**src/sv/bdras_pkg.sv**
```systemverilog
// Shared types and codes for the block-decomposed range add/sum store.
// No dependencies.
package bdras_pkg;

  localparam logic [1:0] ACT_WRITE = 2'd0;
  localparam logic [1:0] ACT_ADD   = 2'd1;
  localparam logic [1:0] ACT_SUM   = 2'd2;

  // One entry of the block memory.
  typedef struct packed {
    logic [63:0] total;
    logic [63:0] pend;
  } blk_t;

endpackage

```
**src/sv/bdras_ctrl.sv**
```systemverilog
// Sequencer: decodes a transaction, walks element and block memories with
// read-modify-write streams, and holds the result register. Uses bdras_pkg.
module bdras_ctrl
  import bdras_pkg::*;
#(
  parameter int MAX_ELEMENTS = 1024,
  parameter int BLOCK_LEN    = 32,
  parameter int AW           = 10,
  parameter int BW           = 5
) (
  input  logic                clk,
  input  logic                rst,
  input  logic                cfg_we,
  input  logic [10:0]         cfg_wdata,
  input  logic                in_valid,
  output logic                in_ready,
  input  logic [1:0]          action,
  input  logic [9:0]          index_low,
  input  logic [9:0]          index_high,
  input  logic signed [63:0]  operand_value,
  output logic                out_valid,
  input  logic                out_ready,
  output logic signed [63:0]  range_sum,
  output logic                status,
  output logic                e_we,
  output logic [AW-1:0]       e_waddr,
  output logic [63:0]         e_wdata,
  output logic [AW-1:0]       e_raddr,
  input  logic [63:0]         e_rdata,
  output logic                b_we,
  output logic [BW-1:0]       b_waddr,
  output blk_t                b_wdata,
  output logic [BW-1:0]       b_raddr,
  input  blk_t                b_rdata
);

  localparam int BLOCK_COUNT = (MAX_ELEMENTS + BLOCK_LEN - 1) / BLOCK_LEN;
  localparam logic [31:0] RECIP = 32'(((1 << 20) + BLOCK_LEN - 1) / BLOCK_LEN);
  localparam logic [31:0] MAX_W = 32'(MAX_ELEMENTS);
  localparam logic [31:0] BS_W  = 32'(BLOCK_LEN);
  localparam logic [31:0] BC_W  = 32'(BLOCK_COUNT);

  localparam logic [3:0] S_CLR   = 4'd0;
  localparam logic [3:0] S_IDLE  = 4'd1;
  localparam logic [3:0] S_CHECK = 4'd2;
  localparam logic [3:0] S_SPLIT = 4'd3;
  localparam logic [3:0] S_PBRD  = 4'd4;
  localparam logic [3:0] S_PBGET = 4'd5;
  localparam logic [3:0] S_WALK  = 4'd6;
  localparam logic [3:0] S_PBWR  = 4'd7;
  localparam logic [3:0] S_FIN   = 4'd8;

  localparam logic [1:0] M_PUSH = 2'd0;
  localparam logic [1:0] M_SPAN = 2'd1;
  localparam logic [1:0] M_MID  = 2'd2;

  logic [3:0]    state;
  logic [1:0]    mode;
  logic [10:0]   used_length;
  logic [1:0]    act;
  logic [9:0]    lo_r;
  logic [9:0]    hi_r;
  logic [63:0]   x_r;
  logic [63:0]   xbs;
  logic          bad;
  logic          last;
  logic [BW-1:0] sb;
  logic [BW-1:0] eb;
  logic [BW-1:0] cur_b;
  logic [AW-1:0] span_lo;
  logic [AW-1:0] span_hi;
  logic [AW-1:0] ptr;
  logic [AW-1:0] wend;
  logic          issuing;
  logic          d_valid;
  logic [AW-1:0] d_addr;
  logic [63:0]   tot;
  logic [63:0]   pend;
  logic [63:0]   sum;

  logic [31:0] len_eff;
  logic [31:0] lo_prod;
  logic [31:0] hi_prod;
  logic [31:0] blk_first;
  logic [31:0] blk_stop;
  logic [31:0] sb_next_first;
  logic [31:0] eb_first;
  logic        bad_next;

  always_comb begin
    len_eff       = (32'(used_length) > MAX_W) ? MAX_W : 32'(used_length);
    lo_prod       = 32'(lo_r) * RECIP;
    hi_prod       = 32'(hi_r) * RECIP;
    blk_first     = 32'(cur_b) * BS_W;
    blk_stop      = blk_first + BS_W;
    if (blk_stop > MAX_W) begin
      blk_stop = MAX_W;
    end
    sb_next_first = (32'(sb) + 32'd1) * BS_W;
    eb_first      = 32'(eb) * BS_W;
    case (act)
      ACT_WRITE: bad_next = 32'(lo_r) >= len_eff;
      ACT_ADD, ACT_SUM: bad_next = (lo_r > hi_r) || (32'(hi_r) >= len_eff);
      default: bad_next = 1'b1;
    endcase
  end

  // Memory port drive
  always_comb begin
    e_raddr = ptr;
    e_we    = 1'b0;
    e_waddr = d_addr;
    e_wdata = '0;
    b_raddr = cur_b;
    b_we    = 1'b0;
    b_waddr = cur_b;
    b_wdata = '{total: tot, pend: pend};
    case (state)
      S_CLR: begin
        e_we    = 1'b1;
        e_waddr = ptr;
        b_we    = 32'(ptr) < BC_W;
        b_waddr = BW'(ptr);
        b_wdata = '0;
      end
      S_PBWR: begin
        b_we = 1'b1;
      end
      S_WALK: begin
        b_raddr = BW'(ptr);
        b_waddr = BW'(d_addr);
        b_wdata = '{total: b_rdata.total + xbs, pend: b_rdata.pend + x_r};
        case (mode)
          M_PUSH: begin
            e_we    = d_valid;
            e_wdata = e_rdata + pend;
          end
          M_SPAN: begin
            e_we    = d_valid && (act != ACT_SUM);
            e_wdata = (act == ACT_WRITE) ? x_r : e_rdata + x_r;
          end
          M_MID: begin
            b_we = d_valid && (act == ACT_ADD);
          end
          default: begin
          end
        endcase
      end
      default: begin
      end
    endcase
  end

  assign in_ready = (state == S_IDLE);

  always_ff @(posedge clk) begin
    if (rst) begin
      state       <= S_CLR;
      ptr         <= '0;
      issuing     <= 1'b0;
      d_valid     <= 1'b0;
      out_valid   <= 1'b0;
      used_length <= 11'd1024;
    end else begin
      if (cfg_we) begin
        used_length <= cfg_wdata;
      end
      if (out_valid && out_ready && (state != S_FIN)) begin
        out_valid <= 1'b0;
      end
      case (state)
        S_CLR: begin
          ptr <= ptr + 1'b1;
          if (32'(ptr) == MAX_W - 32'd1) begin
            state <= S_IDLE;
          end
        end
        S_IDLE: begin
          if (in_valid) begin
            act   <= action;
            lo_r  <= index_low;
            hi_r  <= index_high;
            x_r   <= operand_value;
            sum   <= '0;
            state <= S_CHECK;
          end
        end
        S_CHECK: begin
          bad   <= bad_next;
          sb    <= BW'(lo_prod >> 20);
          eb    <= BW'(hi_prod >> 20);
          xbs   <= x_r * 64'(BLOCK_LEN);
          state <= S_SPLIT;
        end
        S_SPLIT: begin
          cur_b   <= sb;
          span_lo <= AW'(lo_r);
          if (bad) begin
            state <= S_FIN;
          end else begin
            state <= S_PBRD;
            if (act == ACT_WRITE) begin
              span_hi <= AW'(lo_r);
              last    <= 1'b1;
            end else if (sb == eb) begin
              span_hi <= AW'(hi_r);
              last    <= 1'b1;
            end else begin
              span_hi <= AW'(sb_next_first - 32'd1);
              last    <= 1'b0;
            end
          end
        end
        S_PBRD: begin
          state <= S_PBGET;
        end
        S_PBGET: begin
          tot     <= b_rdata.total;
          pend    <= b_rdata.pend;
          issuing <= 1'b1;
          state   <= S_WALK;
          if (b_rdata.pend != '0) begin
            mode <= M_PUSH;
            ptr  <= AW'(blk_first);
            wend <= AW'(blk_stop - 32'd1);
          end else begin
            mode <= M_SPAN;
            ptr  <= span_lo;
            wend <= span_hi;
          end
        end
        S_WALK: begin
          if (issuing) begin
            ptr <= ptr + 1'b1;
            if (ptr == wend) begin
              issuing <= 1'b0;
            end
          end
          d_valid <= issuing;
          d_addr  <= ptr;
          if (d_valid) begin
            if (mode == M_SPAN) begin
              case (act)
                ACT_WRITE: tot <= tot + x_r - e_rdata;
                ACT_ADD:   tot <= tot + x_r;
                default:   sum <= sum + e_rdata;
              endcase
            end else if (mode == M_MID && act == ACT_SUM) begin
              sum <= sum + b_rdata.total;
            end
          end
          if (!issuing && !d_valid) begin
            case (mode)
              M_PUSH: begin
                pend    <= '0;
                mode    <= M_SPAN;
                ptr     <= span_lo;
                wend    <= span_hi;
                issuing <= 1'b1;
              end
              M_SPAN: begin
                state <= S_PBWR;
              end
              default: begin
                cur_b   <= eb;
                span_lo <= AW'(eb_first);
                span_hi <= AW'(hi_r);
                last    <= 1'b1;
                state   <= S_PBRD;
              end
            endcase
          end
        end
        S_PBWR: begin
          if (last) begin
            state <= S_FIN;
          end else if (32'(eb) > 32'(sb) + 32'd1) begin
            mode    <= M_MID;
            ptr     <= AW'(sb) + 1'b1;
            wend    <= AW'(eb) - 1'b1;
            issuing <= 1'b1;
            state   <= S_WALK;
          end else begin
            cur_b   <= eb;
            span_lo <= AW'(eb_first);
            span_hi <= AW'(hi_r);
            last    <= 1'b1;
            state   <= S_PBRD;
          end
        end
        S_FIN: begin
          if (!out_valid || out_ready) begin
            range_sum <= bad ? '0 : sum;
            status    <= bad;
            out_valid <= 1'b1;
            state     <= S_IDLE;
          end
        end
        default: begin
          state <= S_IDLE;
        end
      endcase
    end
  end

endmodule

```
**config.mk**
```make
export PLATFORM = sky130hd
export DESIGN_NAME = bdras_ctrl
export DESIGN_NICKNAME = d
export VERILOG_FILES = /design/src/sv/bdras_pkg.sv /design/src/sv/bdras_ctrl.sv
export SDC_FILE = /design/constraint.sdc
export NUM_CORES = 2
export LEC_CHECK = 0
export ABC_AREA = 0
export BUFFER_PORTS_ARGS = -buffer_cell sky130_fd_sc_hd__buf_2
export CELL_PAD_IN_SITES_DETAIL_PLACEMENT = 0
export CELL_PAD_IN_SITES_GLOBAL_PLACEMENT = 1
export CORE_ASPECT_RATIO = 0.9
export CORE_UTILIZATION = 45
export DETAILED_ROUTE_END_ITERATION = 7
export GPL_TIMING_DRIVEN = 0
export PLACE_DENSITY = 0.88
export SETUP_SLACK_MARGIN = 0.4
export SLEW_MARGIN = 15
export SYNTH_ARGS = -nofsm -noshare
export SYNTH_HDL_FRONTEND = slang
export SYNTH_SLANG_ARGS = --single-unit
export TNS_END_PERCENT = 50
```
**constraint.sdc**
```tcl
create_clock -name clk -period 12.8 [get_ports clk]
set_input_delay 2.56 -clock clk [delete_from_list [all_inputs] [get_ports clk]]
set_output_delay 2.56 -clock clk [all_outputs]
set_load 0.005 [all_outputs]
```
==> results summary <==
The most common cell in the synthesized netlist is sky130_fd_sc_hd__nand2_1. Buffers inserted to repair hold after CTS numbered 0. After synthesis, the cell types taking the most area are sky130_fd_sc_hd__edfxtp_1 (29%), sky130_fd_sc_hd__ha_1 (13%), sky130_fd_sc_hd__a21oi_1 (6.1%).

The share of the synthesized area in the top cell type came out at 28.8%. The tool flagged a number of max-cap violations equal to 0. The largest voltage drop on the vdd net came out at around 0.099 mV.

The deepest clock path buffer count is 3. The fraction of the yosys area taken by sequential cells came out at approximately 30%. The clock tree root driver cell is sky130_fd_sc_hd__clkbuf_16.

The core area came out at approximately 110000 sq um. Of the total synthesized cell area, the portion taken by full adders, half adders and majority gates is roughly an eighth. The endpoint type of the worst setup path is a primary output.

Counting every instance in the synthesized netlist gives between 5000 and 6000. The tightest hold path in the finished design has a slack of between 0.4 and 0.5 ns. In the post-route analysis, the smallest setup slack over all paths is ~3.1 ns. The floorplan step defined a die boundary enclosing between 100000 and 150000 sq um. The clock transition at the registers of the reported paths came out at around 0.06 ns.

For the worst-skew pair, the clock arrives at the later sink with an insertion delay of 0.70 ns. The final core area utilization came out at 52.4%. The placement row count came out at roughly 110. The number of pins with negative max-slew slack in the final report is 0. Counting the buffers created by CTS gives around 60. The final hold violation count came out at 0.

The number of synthesized register bits came out at between 400 and 500. The maximum frequency from static timing analysis came out at 103 MHz. The power density over the cells is 78.4 nW/um^2. The number of enable-type register cells in the synthesized netlist is 461.

The die is about 310 um tall. The share of layout cells above drive strength 1 came out at about an eighth. The remaining antenna violation count after routing came out at 0. The via-per-instance ratio came out at 6.29.

After the first detailed-routing iteration, the DRC count stood at 6087. By startpoint and endpoint, the worst setup path is classified as primary input to primary output. Total power for the finished layout comes to approximately 4.3 mW. The worst stage delay on the critical path is approximately 0.60 ns. The largest net degree at the start of global routing came out at 28. The minimum period implied by the final worst setup slack is slightly below 10 ns. The final RePlAce weighted congestion came out at 1.06. Of the total synthesized cell area, the portion taken by XOR and XNOR cells is under 10%. The highest net fanout along the worst path is 4. The overall die width is between 300 and 400 um. By area, the combinational part of the netlist is dominated by compound AO/OA/AOI/OAI gates.

Walking the worst path, the cells encountered are buf_2 -> ha_1 -> inv_1 -> fa_1 -> nor2b_1 -> o31a_1 -> o211ai_1 -> o31ai_1 -> nor2b_1 -> nor3b_1 -> a31oi_1 -> o21ai_0 -> xnor2_1 -> nand2_1 -> o21ai_0 -> o21ai_0 -> buf_2. The global-route wire length before repair came out at 310 mm. The cell area after synthesis is 48000 sq um. The layer flagged by global routing as most heavily used is met2. STA classifies the critical path startpoint as a primary input. For this run, design rule violations remaining after detail routing come to 0. The total number of vias is roughly 50000. The final critical path takes up about three quarters of the cycle. The via count of the first global-routing pass came out at ~46000.

The static leakage power came out at between 20 and 25 nW. After global routing the overflow that remains totals 0. The top-level port count came out at about 590.

The H-tree was split into 2 levels. At the worst endpoint, the arrival time is around 7 ns. The predominant post-synthesis flop cell is sky130_fd_sc_hd__edfxtp_1.

The clock skew came out at just over 0.02 ns. In this run the tightest slew margin relative to its limit is 5.35%. The portion of synthesized area spent on multiplexers is 0.677%. For the worst setup path, the data required time is between 10 and 15 ns.

The worst-margin pin slew is 1.42 ns. The total routing resource utilization after global routing came out at between 30% and 40%. The number of antenna violations at the first check in global routing is 35. Setup total negative slack on the finished layout was measured at 0 ns. The final setup violation count came out at 0. The number of cells in the finished layout apart from fillers came out at ~8000. The average cell area after synthesis is between 8 and 9 sq um.

After detailed placement, the design holds a cell count of ~8000. The proportion of register bits with asynchronous set or reset after synthesis is 0%. The area added between synthesis and finish came out at 15.3%. For this run, the detailed router's first-pass iteration total came to 8. The cell type contributing the most total cell area after synthesis is sky130_fd_sc_hd__edfxtp_1. The count of unique library cells instantiated by Yosys is 97.

The worst setup slack before clock tree synthesis is roughly 3.4 ns. Setup repair after global routing left no endpoint under its margin. The area of all placed cells without fillers is ~55000 sq um.

The CTS sink count came out at just under 500. For this run, global-route usage on met2 was measured as around three fifths. The global-route met1 utilization came out at 53.1%.

The instance area at placement came out at approximately 53000 sq um. In the final design database the tool counted ~7300 nets. The number of buffers added on ports is approximately 600. For this design, the slowest cell found on the critical path is sky130_fd_sc_hd__o31ai_1. The number of nets in the synthesized netlist is ~6600. Summed over all nets, the half-perimeter wirelength after detailed placement is between 150 and 200 mm. For this block, the routed nets add up to 221 mm of wire.

The buffer count from post-CTS setup fixing came out at 0. The routed length per placed instance is between 20 and 30 um. The flow ran to the end, and the final reports show no timing, DRC or antenna violations. The met3 layer usage reported by global route came out at under 10%. The synthesized netlist devotes about a quarter of its cell area to compound gates. The worst hold path belongs to the class flip-flop to flip-flop. TritonCTS built the clock tree.

The number of gates resized after CTS is 0. The basic-gate share of the synthesized area counting and, or, nand and nor cells is between 15 and 20%. In this design, the critical path's most frequently occurring cell is sky130_fd_sc_hd__o21ai_0. Counting instances in the post-synthesis netlist gives the leading cell types as sky130_fd_sc_hd__nand2_1 (672), sky130_fd_sc_hd__a21oi_1 (581), sky130_fd_sc_hd__o21ai_0 (525). The starting utilization of the core area came out at a little under half.

The yosys synthesis warning count is 0.
==> flip-flops by register name, indices dropped and copies added, names as in the netlist, 11 cells and up <==
name         flops
xbs             59
x_r             64
pend            64
tot             64
sum             64
range_sum       64
used_length     11
==> report_power, final <==
group	switching (mW)	internal, mW	total [mW]
combinational	0.480	0.296	0.777
clock	0.783	1.04	1.83
sequential	0.00374	1.74	1.74
==> worst max-delay path, delay by kind of cell <==
kind	cells	cell delay [ns]
adder cells (fa/ha/maj)	2	0.60
AND/OR/NAND/NOR	4	1.00
buffers and inverters	3	0.45
AO/OA/AOI/OAI	7	2.36
XOR/XNOR	1	0.12
==> kinds of logic (layout without fill, tap and decap cells) <==
logic type	count (synthesis)	in the layout
other	0	29
flip-flops	489	489
XOR/XNOR	423	423
AO/OA/AOI/OAI	2037	2037
multiplexers	32	32
buffers and inverters	479	1211
AND/OR/NAND/NOR	1867	1867
adder cells (fa/ha/maj)	487	487
==> cell usage in the layout, fill, tap and decap left out, types with 21 or more instances in the layout <==
master                      netlist  routed
sky130_fd_sc_hd__a211oi_1        48      45
sky130_fd_sc_hd__a21boi_0        22      22
sky130_fd_sc_hd__a21o_1         277     277
sky130_fd_sc_hd__a21oi_1        581     580
sky130_fd_sc_hd__a221oi_1        22      21
sky130_fd_sc_hd__a22o_1          25      25
sky130_fd_sc_hd__a22oi_1         25      25
sky130_fd_sc_hd__a31oi_1         64      64
sky130_fd_sc_hd__and2_1          84      84
sky130_fd_sc_hd__and3_1          50      50
sky130_fd_sc_hd__buf_2            8     603
sky130_fd_sc_hd__clkbuf_1       254     242
sky130_fd_sc_hd__clkbuf_16        0      62
sky130_fd_sc_hd__dfxtp_1         28      28
sky130_fd_sc_hd__diode_2          0      29
sky130_fd_sc_hd__edfxtp_1       461     461
sky130_fd_sc_hd__ha_1           480     480
sky130_fd_sc_hd__inv_1          192     192
sky130_fd_sc_hd__mux2i_1         28      28
sky130_fd_sc_hd__nand2_1        672     672
sky130_fd_sc_hd__nand2b_1        68      68
sky130_fd_sc_hd__nand3_1        113     113
sky130_fd_sc_hd__nand4_1        100     100
sky130_fd_sc_hd__nor2_1         422     421
sky130_fd_sc_hd__nor2b_1        140     140
sky130_fd_sc_hd__nor3_1          76      74
sky130_fd_sc_hd__nor4_1          45      43
sky130_fd_sc_hd__o211ai_1        42      42
sky130_fd_sc_hd__o21a_1          65      65
sky130_fd_sc_hd__o21ai_0        525     525
sky130_fd_sc_hd__o21ai_1         21      21
sky130_fd_sc_hd__o21bai_1        70      70
sky130_fd_sc_hd__o22ai_1         30      30
sky130_fd_sc_hd__o31ai_1         35      35
sky130_fd_sc_hd__or3_1           29      29
sky130_fd_sc_hd__xnor2_1        236     236
sky130_fd_sc_hd__xor2_1         187     187
==> path summary, 6_finish.rpt <==
kind                                start                  end  slack [ns]  depth (start not counted)
setup / recovery               e_rdata[0]          e_wdata[40]        3.13                         17
hold / removal    e_raddr[3]$_SDFFE_PP0P_  d_addr[3]$_DFFE_PP_        0.46                          0
hold reg to reg   e_raddr[3]$_SDFFE_PP0P_  d_addr[3]$_DFFE_PP_        0.46                          0
setup reg to reg         x_r[1]$_DFFE_PP_    tot[63]$_DFFE_PP_        4.77                         26
==> per-layer routing <==
metal  up-vias  wire [um]
met3       493      25200
met4        12      13100
li1      22900          -
met5         -         69
met1     23700      89900
met2      2941      93000
==> final cells by class <==
type | instances | area (sq um)
diodes | 29 | 72.6
plain buffers | 285 | 1110
clock buffers | 66 | 1570
clock inverters | 42 | 468
fillers | 10200 | 50200
inverters | 194 | 728
multi-input cells | 4846 | 31900
flip-flops and latches | 489 | 14400
well taps | 1380 | 1730
repair buffers | 624 | 3400
Note: power is estimated with default switching activity, not from simulation.
